===== src/rtl/i2cee_pkg.sv =====
package i2cee_pkg;

  // bus sequence phases
  localparam logic [4:0] PH_IDLE     = 5'd0;
  localparam logic [4:0] PH_START    = 5'd1;
  localparam logic [4:0] PH_DEVW_TX  = 5'd2;
  localparam logic [4:0] PH_DEVW_ACK = 5'd3;
  localparam logic [4:0] PH_WORD_TX  = 5'd4;
  localparam logic [4:0] PH_WORD_ACK = 5'd5;
  localparam logic [4:0] PH_DATA_TX  = 5'd6;
  localparam logic [4:0] PH_DATA_ACK = 5'd7;
  localparam logic [4:0] PH_RESTART  = 5'd8;
  localparam logic [4:0] PH_DEVR_TX  = 5'd9;
  localparam logic [4:0] PH_DEVR_ACK = 5'd10;
  localparam logic [4:0] PH_RX       = 5'd11;
  localparam logic [4:0] PH_MNACK    = 5'd12;
  localparam logic [4:0] PH_STOP     = 5'd13;

  // request codes
  localparam logic [1:0] FUNC_TICK  = 2'd0;
  localparam logic [1:0] FUNC_WRITE = 2'd1;
  localparam logic [1:0] FUNC_READ  = 2'd2;

  // configuration register indexes
  localparam logic CFG_DEVICE_ADDRESS = 1'b0;
  localparam logic CFG_QUANTUM_CYCLES = 1'b1;

  localparam logic [6:0]  DEVICE_ADDRESS_RESET = 7'd80;
  localparam logic [15:0] QUANTUM_CYCLES_RESET = 16'd48;

  typedef struct packed {
    logic       scl_level;
    logic       sda_release;
    logic       busy_res;
    logic       done_res;
    logic [7:0] read_data;
    logic       nack_seen;
  } result_t;

endpackage


===== src/rtl/i2cee_seq.sv =====
module i2cee_seq (
  input  logic                 clk,
  input  logic                 rst,
  input  logic                 tick,
  input  logic [1:0]           func,
  input  logic [7:0]           word_address,
  input  logic [7:0]           write_data,
  input  logic                 sda_in,
  input  logic [6:0]           device_address,
  input  logic [15:0]          quantum_cycles,
  output i2cee_pkg::result_t   res
);

  logic [4:0]  phase, phase_next;
  logic [2:0]  bit_count, bit_count_next;
  logic [1:0]  step_in_bit, step_in_bit_next;
  logic [15:0] divider_count, divider_count_next;
  logic [7:0]  shift_byte, shift_byte_next;
  logic [7:0]  held_word_address, held_word_address_next;
  logic [7:0]  held_write_data, held_write_data_next;
  logic        is_read, is_read_next;
  logic        nack_flag, nack_flag_next;
  logic        scl_out, scl_out_next;
  logic        sda_out, sda_out_next;
  logic [7:0]  last_read, last_read_next;
  logic        done;
  logic [16:0] div_sum;
  logic [15:0] limit;

  always_comb begin
    phase_next             = phase;
    bit_count_next         = bit_count;
    step_in_bit_next       = step_in_bit;
    divider_count_next     = divider_count;
    shift_byte_next        = shift_byte;
    held_word_address_next = held_word_address;
    held_write_data_next   = held_write_data;
    is_read_next           = is_read;
    nack_flag_next         = nack_flag;
    scl_out_next           = scl_out;
    sda_out_next           = sda_out;
    last_read_next         = last_read;
    done                   = 1'b0;
    limit   = (quantum_cycles == 16'd0) ? 16'd1 : quantum_cycles;
    div_sum = {1'b0, divider_count} + 17'd1;

    if (phase == i2cee_pkg::PH_IDLE) begin
      if (func == i2cee_pkg::FUNC_WRITE || func == i2cee_pkg::FUNC_READ) begin
        held_word_address_next = word_address;
        held_write_data_next   = write_data;
        is_read_next           = (func == i2cee_pkg::FUNC_READ);
        nack_flag_next         = 1'b0;
        bit_count_next         = 3'd0;
        step_in_bit_next       = 2'd0;
        divider_count_next     = 16'd0;
        phase_next             = i2cee_pkg::PH_START;
      end
    end else if (div_sum < {1'b0, limit}) begin
      divider_count_next = div_sum[15:0];
    end else begin
      divider_count_next = 16'd0;
      unique case (phase) inside
        i2cee_pkg::PH_START, i2cee_pkg::PH_RESTART: begin
          step_in_bit_next = step_in_bit + 2'd1;
          case (step_in_bit)
            2'd0: sda_out_next = 1'b1;
            2'd1: scl_out_next = 1'b1;
            2'd2: sda_out_next = 1'b0;
            default: begin
              scl_out_next = 1'b0;
              if (phase == i2cee_pkg::PH_START) begin
                shift_byte_next = {device_address, 1'b0};
                phase_next      = i2cee_pkg::PH_DEVW_TX;
              end else begin
                shift_byte_next = {device_address, 1'b1};
                phase_next      = i2cee_pkg::PH_DEVR_TX;
              end
            end
          endcase
        end
        i2cee_pkg::PH_DEVW_TX, i2cee_pkg::PH_WORD_TX, i2cee_pkg::PH_DATA_TX,
        i2cee_pkg::PH_DEVR_TX: begin
          case (step_in_bit)
            2'd0: begin
              scl_out_next     = 1'b0;
              step_in_bit_next = 2'd1;
            end
            2'd1: begin
              sda_out_next     = shift_byte[7];
              step_in_bit_next = 2'd2;
            end
            default: begin
              scl_out_next     = 1'b1;
              shift_byte_next  = {shift_byte[6:0], 1'b0};
              step_in_bit_next = 2'd0;
              bit_count_next   = bit_count + 3'd1;
              if (bit_count == 3'd7) begin
                phase_next = phase + 5'd1;
              end
            end
          endcase
        end
        i2cee_pkg::PH_DEVW_ACK, i2cee_pkg::PH_WORD_ACK, i2cee_pkg::PH_DATA_ACK,
        i2cee_pkg::PH_DEVR_ACK: begin
          step_in_bit_next = step_in_bit + 2'd1;
          case (step_in_bit)
            2'd0: scl_out_next = 1'b0;
            2'd1: sda_out_next = 1'b1;
            2'd2: scl_out_next = 1'b1;
            default: begin
              if (sda_in) begin
                nack_flag_next = 1'b1;
              end
              scl_out_next = 1'b0;
              if (phase == i2cee_pkg::PH_DEVW_ACK) begin
                shift_byte_next = held_word_address;
                phase_next      = i2cee_pkg::PH_WORD_TX;
              end else if (phase == i2cee_pkg::PH_WORD_ACK) begin
                if (is_read) begin
                  phase_next = i2cee_pkg::PH_RESTART;
                end else begin
                  shift_byte_next = held_write_data;
                  phase_next      = i2cee_pkg::PH_DATA_TX;
                end
              end else if (phase == i2cee_pkg::PH_DATA_ACK) begin
                phase_next = i2cee_pkg::PH_STOP;
              end else begin
                shift_byte_next = 8'd0;
                phase_next      = i2cee_pkg::PH_RX;
              end
            end
          endcase
        end
        i2cee_pkg::PH_RX: begin
          sda_out_next = 1'b1;
          case (step_in_bit)
            2'd0: begin
              scl_out_next     = 1'b1;
              step_in_bit_next = 2'd1;
            end
            2'd1: begin
              shift_byte_next  = {shift_byte[6:0], sda_in};
              step_in_bit_next = 2'd2;
            end
            default: begin
              scl_out_next     = 1'b0;
              step_in_bit_next = 2'd0;
              bit_count_next   = bit_count + 3'd1;
              if (bit_count == 3'd7) begin
                last_read_next = shift_byte;
                phase_next     = i2cee_pkg::PH_MNACK;
              end
            end
          endcase
        end
        i2cee_pkg::PH_MNACK: begin
          case (step_in_bit)
            2'd0: begin
              sda_out_next     = 1'b1;
              step_in_bit_next = 2'd1;
            end
            2'd1: begin
              scl_out_next     = 1'b1;
              step_in_bit_next = 2'd2;
            end
            default: begin
              scl_out_next     = 1'b0;
              step_in_bit_next = 2'd0;
              phase_next       = i2cee_pkg::PH_STOP;
            end
          endcase
        end
        i2cee_pkg::PH_STOP: begin
          case (step_in_bit)
            2'd0: begin
              sda_out_next     = 1'b0;
              step_in_bit_next = 2'd1;
            end
            2'd1: begin
              scl_out_next     = 1'b1;
              step_in_bit_next = 2'd2;
            end
            default: begin
              sda_out_next     = 1'b1;
              step_in_bit_next = 2'd0;
              phase_next       = i2cee_pkg::PH_IDLE;
              done             = 1'b1;
            end
          endcase
        end
        default: begin
          step_in_bit_next = 2'd0;
          bit_count_next   = 3'd0;
          phase_next       = i2cee_pkg::PH_IDLE;
        end
      endcase
    end
  end

  always_ff @(posedge clk) begin
    if (rst) begin
      phase         <= i2cee_pkg::PH_IDLE;
      bit_count     <= 3'd0;
      step_in_bit   <= 2'd0;
      divider_count <= 16'd0;
      nack_flag     <= 1'b0;
      scl_out       <= 1'b0;
      sda_out       <= 1'b1;
      last_read     <= 8'd0;
    end else if (tick) begin
      phase         <= phase_next;
      bit_count     <= bit_count_next;
      step_in_bit   <= step_in_bit_next;
      divider_count <= divider_count_next;
      nack_flag     <= nack_flag_next;
      scl_out       <= scl_out_next;
      sda_out       <= sda_out_next;
      last_read     <= last_read_next;
    end
  end

  // payload, loaded before use
  always_ff @(posedge clk) begin
    if (tick) begin
      shift_byte        <= shift_byte_next;
      held_word_address <= held_word_address_next;
      held_write_data   <= held_write_data_next;
      is_read           <= is_read_next;
    end
  end

  always_comb begin
    res.scl_level   = scl_out_next;
    res.sda_release = sda_out_next;
    res.busy_res    = (phase_next != i2cee_pkg::PH_IDLE);
    res.done_res    = done;
    res.read_data   = last_read_next;
    res.nack_seen   = nack_flag_next;
  end

endmodule


===== src/rtl/i2c_eeprom_byte_master.sv =====
// Channel | Handshake             | Payload
// in      | in_valid / in_ready   | func, word_address, write_data, sda_in
// out     | out_valid / out_ready | scl_level, sda_release, busy_res, done_res,
//         |                       | read_data, nack_seen
// cfg     | cfg_valid / cfg_ready | cfg_index, cfg_data
//
// One request per clock unless the output stalls; its result is registered in the
// output register in the following cycle. A new request is taken while the held
// result is taken downstream, so bus-state updates run one per cycle unless stalled.
// Reset: bus idle, SCL low, SDA released, address 80, quantum of 48 requests.
// A stalled output blocks only further input; cfg writes are taken at any time.
module i2c_eeprom_byte_master (
  input  logic        clk,
  input  logic        rst,
  input  logic        in_valid,
  output logic        in_ready,
  input  logic [1:0]  func,
  input  logic [7:0]  word_address,
  input  logic [7:0]  write_data,
  input  logic        sda_in,
  output logic        out_valid,
  input  logic        out_ready,
  output logic        scl_level,
  output logic        sda_release,
  output logic        busy_res,
  output logic        done_res,
  output logic [7:0]  read_data,
  output logic        nack_seen,
  input  logic        cfg_valid,
  output logic        cfg_ready,
  input  logic        cfg_index,
  input  logic [15:0] cfg_data
);

  logic [6:0]          device_address;
  logic [15:0]         quantum_cycles;
  logic                in_fire;
  logic                out_fire;
  i2cee_pkg::result_t  res;
  i2cee_pkg::result_t  res_reg;

  assign cfg_ready = 1'b1;
  assign in_ready  = !out_valid || out_ready;
  assign in_fire   = in_valid && in_ready;
  assign out_fire  = out_valid && out_ready;

  // configuration registers
  always_ff @(posedge clk) begin
    if (rst) begin
      device_address <= i2cee_pkg::DEVICE_ADDRESS_RESET;
      quantum_cycles <= i2cee_pkg::QUANTUM_CYCLES_RESET;
    end else if (cfg_valid && cfg_ready) begin
      unique case (cfg_index)
        i2cee_pkg::CFG_DEVICE_ADDRESS: device_address <= cfg_data[6:0];
        i2cee_pkg::CFG_QUANTUM_CYCLES: quantum_cycles <= cfg_data;
        default: ;
      endcase
    end
  end

  // every accepted request is one tick of the bus sequencer
  i2cee_seq u_seq (
    .clk            (clk),
    .rst            (rst),
    .tick           (in_fire),
    .func           (func),
    .word_address   (word_address),
    .write_data     (write_data),
    .sda_in         (sda_in),
    .device_address (device_address),
    .quantum_cycles (quantum_cycles),
    .res            (res)
  );

  // result register
  always_ff @(posedge clk) begin
    if (rst) begin
      out_valid <= 1'b0;
    end else if (in_fire) begin
      out_valid <= 1'b1;
    end else if (out_fire) begin
      out_valid <= 1'b0;
    end
  end

  always_ff @(posedge clk) begin
    if (in_fire) begin
      res_reg <= res;
    end
  end

  assign scl_level   = res_reg.scl_level;
  assign sda_release = res_reg.sda_release;
  assign busy_res    = res_reg.busy_res;
  assign done_res    = res_reg.done_res;
  assign read_data   = res_reg.read_data;
  assign nack_seen   = res_reg.nack_seen;

  a_result_follows: assert property (@(posedge clk) disable iff (rst)
    in_fire |=> out_valid)
    else $error("accepted request produced no result");

  a_done_idle: assert property (@(posedge clk) disable iff (rst)
    (out_valid && done_res) |-> (!busy_res && sda_release && scl_level))
    else $error("stop completed with bus not released or still busy");

  a_stall_holds: assert property (@(posedge clk) disable iff (rst)
    (out_valid && !out_ready) |=> (out_valid && $stable(res_reg)))
    else $error("stalled result changed");

endmodule

===== config.mk =====
export PLATFORM = sky130hd
export DESIGN_NAME = i2c_eeprom_byte_master
export DESIGN_NICKNAME = d
export VERILOG_FILES = /design/src/rtl/i2cee_pkg.sv /design/src/rtl/i2cee_seq.sv /design/src/rtl/i2c_eeprom_byte_master.sv
export SDC_FILE = /design/constraint.sdc
export NUM_CORES = 1
export LEC_CHECK = 0
export BUFFER_PORTS_ARGS = -buffer_cell sky130_fd_sc_hd__buf_2
export CAP_MARGIN = 20
export CORE_UTILIZATION = 26
export CTS_CLUSTER_DIAMETER = 200
export CTS_CLUSTER_SIZE = 16
export DETAILED_ROUTE_END_ITERATION = 12
export HOLD_SLACK_MARGIN = 0.03
export PLACE_DENSITY_LB_ADDON = 0.08
export SYNTH_ARGS = -nofsm -noshare
export SYNTH_HDL_FRONTEND = slang
export SYNTH_SLANG_ARGS = --single-unit

===== constraint.sdc =====
create_clock -name clk -period 6.22 [get_ports clk]
set_input_delay 1.244 -clock clk [delete_from_list [all_inputs] [get_ports clk]]
set_output_delay 1.244 -clock clk [all_outputs]
set_load 0.05 [all_outputs]

Yosys cells after proc, flatten, opt, wreduce, memory -nomap -nowiden
Cells that the tools add are included.
Cells by class
  add/subtract/negate cells: 4
  multiply operators: 0
  divide/modulo/power cells: 0
  $lt $le $gt $ge: 1
  eq/ne operators: 28
  shifts and indexed selects: 0
  mux-type cells: 72
  bitwise operators: 4
  reduce and logical (&&, ||, !) cells: 29
Operators with widths (count)
  two-way mux 8 bit: 13
  two-way mux 5 bit: 13
  two-way mux 16 bit: 4
  case mux 8 bit (4 select lines): 1
  == test 5 x 4 -> 1 bit, second input constant: 6
  case mux 5 bit (6 select lines): 1
  == test 5 x 3 -> 1 bit, second input constant: 4
  two-way mux 1 bit: 18
  adder 16 x 1 -> 17 bit, second input constant: 1
  < comparator 17 x 16 -> 1 bit: 1
  zero test 16 bit: 1
  two-way mux 3 bit: 5
  case mux 1 bit (2 select lines): 7
  case mux 1 bit (6 select lines): 2
  == test 5 x 2 -> 1 bit, second input constant: 2
  != test 2 bit, second input constant: 5
  AND reduction 10 bit: 1
  two-way mux 4 bit: 2
  case mux 2 bit (2 select lines): 2
  OR reduction 4 bit: 2
  OR reduction 8 bit: 1
  OR reduction 7 bit: 1
  two-way mux 2 bit: 3
  case mux 3 bit (2 select lines): 1
  other kinds (27): 41
Storage, ports and cells
  flip-flop bits (word level): 99
  bits in latches: 0
  RAM bits: 0
  memory bits (read-only): 0
  bits of input ports: 41
  output and inout bits: 16
  word-level logic and storage cells: 159
  memories kept: 0

Depth between registers and ports, before layout
  depth in word-level cells: 9
  mapped depth: 16

Modules after synthesis
Synthesis repeated with hierarchy kept, for this count alone.
Unflattened totals
  cells, all modules: 605
  area total of the unflattened synthesis: 5844.4 um^2
By module, submodules not included
  i2cee_seq: instances 1, cells an instance 484, area each 4350.4 um^2, sequential area each 1491.4 um^2
  i2c_eeprom_byte_master: instances 1, cells an instance 121, area each 1493.9 um^2, sequential area each 870.8 um^2

Least setup slack after synthesis
No wires, ideal clock.
  kind: register -> register
  start: reg u_seq.divider_count[2]
  end: reg u_seq.shift_byte[0], enable pin
  setup time: 0.395 ns
  arrival: 3.946 ns
  setup slack: 1.879 ns
  stages on the path, launching flop included: 16
  buffers on the path: 2
  clock period less this slack: 4.341 ns
  cell sequence: dfxtp_1 -> and3_1 -> nand3_1 -> nor3_1 -> nand3_1 -> and2_1 -> or2_2 -> ha_1 -> nand3_1 -> nor4_1 -> a22oi_1 -> nand4_1 -> buf_2 -> buf_2 -> nand2_1 -> nor4_1
On the way
  cells in the longest elaborated chain, start to end: 4
Ends and longest elaborated chain
  from (decl): RTL line i2cee_seq.sv:17  | logic [15:0] divider_count, divider_count_next;
  from (signal assigned): RTL line i2cee_seq.sv:214  | divider_count <= divider_count_next;
  adder 16 x 1 -> 17 bit: RTL line i2cee_seq.sv:45  | div_sum = {1'b0, divider_count} + 17'd1;
  < comparator 17 x 16 -> 1 bit: RTL line i2cee_seq.sv:58  | end else if (div_sum < {1'b0, limit}) begin
  inverter 1 bit (no line)
  AND reduction 10 bit (no line)
  to (signal assigned): RTL line i2cee_seq.sv:225  | shift_byte <= shift_byte_next;
  to (decl): RTL line i2cee_seq.sv:18  | logic [7:0] shift_byte, shift_byte_next;
Every way passes these cells.
A chain may end at the register's enable or synchronous reset.

==> impl_metrics.yaml <==
sta:
  fin_ws_ps: 1988
  grt_setup_unrepaired: "no"
  fmax_ghz: 0.2363
  setup_tns_ps: 0
  drv_slew: 0
  hold_viol: 0
  max_slew_margin: 0.4502
  period_share: 0.6805
  worstMarginPinSlew_ps: 819.7
  fin_skew_ps: 12.77
  setup_violations: 0
  period_minus_slack_ps: 4232
clock_tree:
  post_cts_buffers: 0
  numCtsBuffers: 9
  clock_latency_ps: 360
  ctsHoldBuffers: 0
  h-tree-depth: 3
  root_buffer: "clkbuf_16"
  cts_sinks: 99
  clock_path_buffers: 2
  cts_tree: "built"
  path_clk_slew_ps: 80
  post_cts_resized: 0
floorplanning:
  io_pins: 57
  dieArea_um2: 21050
  core.rowCount: 51
  core_um2: 19780
  die-width_um: 145.1
  die_y_um: 145.1
  initial_core_util: 0.2691
route:
  antenna_left: 0
  finalWirelength_mm: 14.86
  dr.pass1.iters: 6
  vias: 4462
  drtIter0Drc: 279
  viasPerCell: 4.930
  post-route-drc-count: 0
  routedWlPerCell_um: 16.42
global_route:
  grtUsageTotal: 0.1429
  antenna_found_initial: 0
  overflow: 0
  first_global_vias: 4264
  grt_pass1_wl_mm: 23.49
  grt_max_degree: 44
  met3_usage: 0.02013
  busiest_layer: "met2"
  met2_usage: 0.2161
  grt_util_met1: 0.2049
logic_synthesis:
  synth.net_count: 660
  syn_inst: 589
  syn_area_per_cell_um2: 9.039
  synth_flop_cell: "dfxtp_1"
  synth_area_um2: 5324
  async_flop_share: 0
  synth-edff-count: 38
  ys_warn_count: 0
  ys_seq_area_frac: 0.4437
  synth_cell_types: 61
  synth-seq-cells: 99
worst_hold_path:
  hold_path.class: "register to register"
cells_and_area:
  finish.utilization: 0.3123
  fin_nets: 706
  drive_gt1_frac: 0.1484
  stdcell_count: 905
  n_antenna_cell: 0
  area_delta_synth_final_pct: 16.03
  stdcell_area_um2: 6177
  regArea_um2: 2362
  fillers: 2130
  multi_input_area_um2: 2725
place:
  hpwl_mm: 10.94
  dp_cells: 889
  io_buffers: 55
  globalplace.congestion: 0.8473
  place_area_um2: 5863
  dp_slack_ps: 2024
worst_setup_path:
  critPathLaunchType: "register"
  crit_slowest_cell: "dfxtp_1"
  cp-end-kind: "register"
  cp.required_ps: 6340
  critPathArrivalTime_ps: 4350
  critPathKind: "register to register"
  crit_chain: "and3_1 > nand3_1 > nor3_1 > nand3_1 > and2_1 > or2_2 > ha_1 > nand3_1 > nor4_1 > a22oi_1 > nand4_1 > buf_4 > nand3_1 > mux2_2"
  path_common_cell: "nand3_1"
  path_max_fanout: 20
  slowest_delay_ps: 420
power:
  peakVddDrop_mv: 0.1216
  power_density_nw_per_um2: 233.8
  total_leakage_power_nw: 2.329
run:
  cap_viol_max_count: 0
run_status:
  status: "finished, final reports clean"
## stage by stage
stage               hold slack [ps]  power, mW
CTS                           468.7      1.466
floorplan                     436.0     0.8156
detailed placement            457.0     0.8678
finish                        464.8      1.444
global placement              458.0     0.8668
global route                  491.6      1.509
## kinds of logic (layout without fill, tap and decap cells)
group | Yosys count | in the layout | share of synthesized area
AND/OR/NAND/NOR | 218 | 218 | 0.1871
AO/OA/AOI/OAI | 133 | 133 | 0.1631
flip-flops | 99 | 99 | 0.4437
buffers and inverters | 59 | 110 | 0.04536
adder cells (fa/ha/maj) | 30 | 30 | 0.07051
multiplexers | 28 | 28 | 0.05499
XOR/XNOR | 21 | 21 | 0.03455
other | 1 | 1 | 0.0007044
## sequential cells by signal, indices dropped and copies added (netlist names), 2 cells and up
name and cells:
quantum_cycles 16, u_seq.divider_count 16, read_data 8, u_seq.held_word_address 8
u_seq.held_write_data 8, u_seq.last_read 8, u_seq.shift_byte 8, device_address 7
u_seq.phase 5, u_seq.bit_count 3, u_seq.step_in_bit 2
## worst max-delay path, delay by kind of cell (launching register included)
kind,cells,cell delay [ps]
buf+inv,1,250
simple gates,10,2490
compound gates,1,150
flops,1,420
mux,1,410
fa+ha+maj,1,270
## power breakdown
| group | switching (mW) | internal, mW | total [mW] |
|---|---|---|---|
| clock | 0.302 | 0.291 | 0.593 |
| combinational | 0.0973 | 0.0473 | 0.145 |
| sequential | 0.0121 | 0.695 | 0.707 |
## synthesized netlist by cell type, types with 3 or more instances
cell type	number	area share
a221o_1	3	0.0056
a22oi_1	10	0.014
o21ai_0	25	0.024
ha_1	30	0.071
mux2_2	10	0.021
a21oi_1	44	0.041
o22ai_1	5	0.0059
and2_1	5	0.0059
o211ai_1	5	0.0071
nand2b_1	9	0.011
a21o_1	4	0.0056
dfxtp_1	61	0.23
buf_2	7	0.0066
nand4_1	8	0.0094
or2_2	3	0.0035
and3_1	5	0.0059
inv_1	31	0.022
nor4_1	6	0.0071
a41oi_1	3	0.0049
mux2i_1	18	0.034
xor2_1	13	0.021
clkbuf_1	16	0.011
a22o_1	5	0.0082
edfxtp_1	38	0.21
nor2_1	52	0.037
xnor2_1	8	0.013
nand3_1	19	0.018
nand2_1	85	0.060
nor3_1	17	0.016
## placed cells by master (no fill, tap or decap), types with 4 or more instances in the layout
cell type   n
nand2_1    85
xor2_1     13
ha_1       30
clkbuf_16   9
a21o_1      4
o22ai_1     5
nand3_1    19
edfxtp_1   38
buf_4       6
dfxtp_1    61
o211ai_1    5
a22oi_1    10
and2_1      5
mux2_2     10
nor2_1     52
o21ai_0    25
and3_1      5
a22o_1      5
nand2b_1    9
nor4_1      6
inv_1      31
nand4_1     8
nor3_1     16
a21oi_1    44
xnor2_1     8
mux2i_1    18
buf_2      55
## final cells by class
class	instances	share of cell area
multi-input combinational	431	0.4412
clock inverter	7	0.01438
timing repair buffer	62	0.05246
tap	265	0.05368
clock buffer	9	0.03646
sequential	99	0.3824
inverter	32	0.01944
## per-layer routing
layer | vias up | wire length, µm
met5 | - | 0
met4 | 0 | 230
met3 | 12 | 575
met2 | 112 | 6563
met1 | 2128 | 7490
li1 | 2210 | -
## path summary, 6_finish.rpt
check	start	end	slack [ps]	cells past startpoint
worst min register to register	device_address[0]	device_address[0]	460	2
worst min-delay path	device_address[0]	device_address[0]	460	2
worst max register to register	u_seq.divider_count[0]	read_data[5]	1990	14
worst max-delay path	u_seq.divider_count[0]	read_data[5]	1990	14
(Power assumes the default switching activity.)
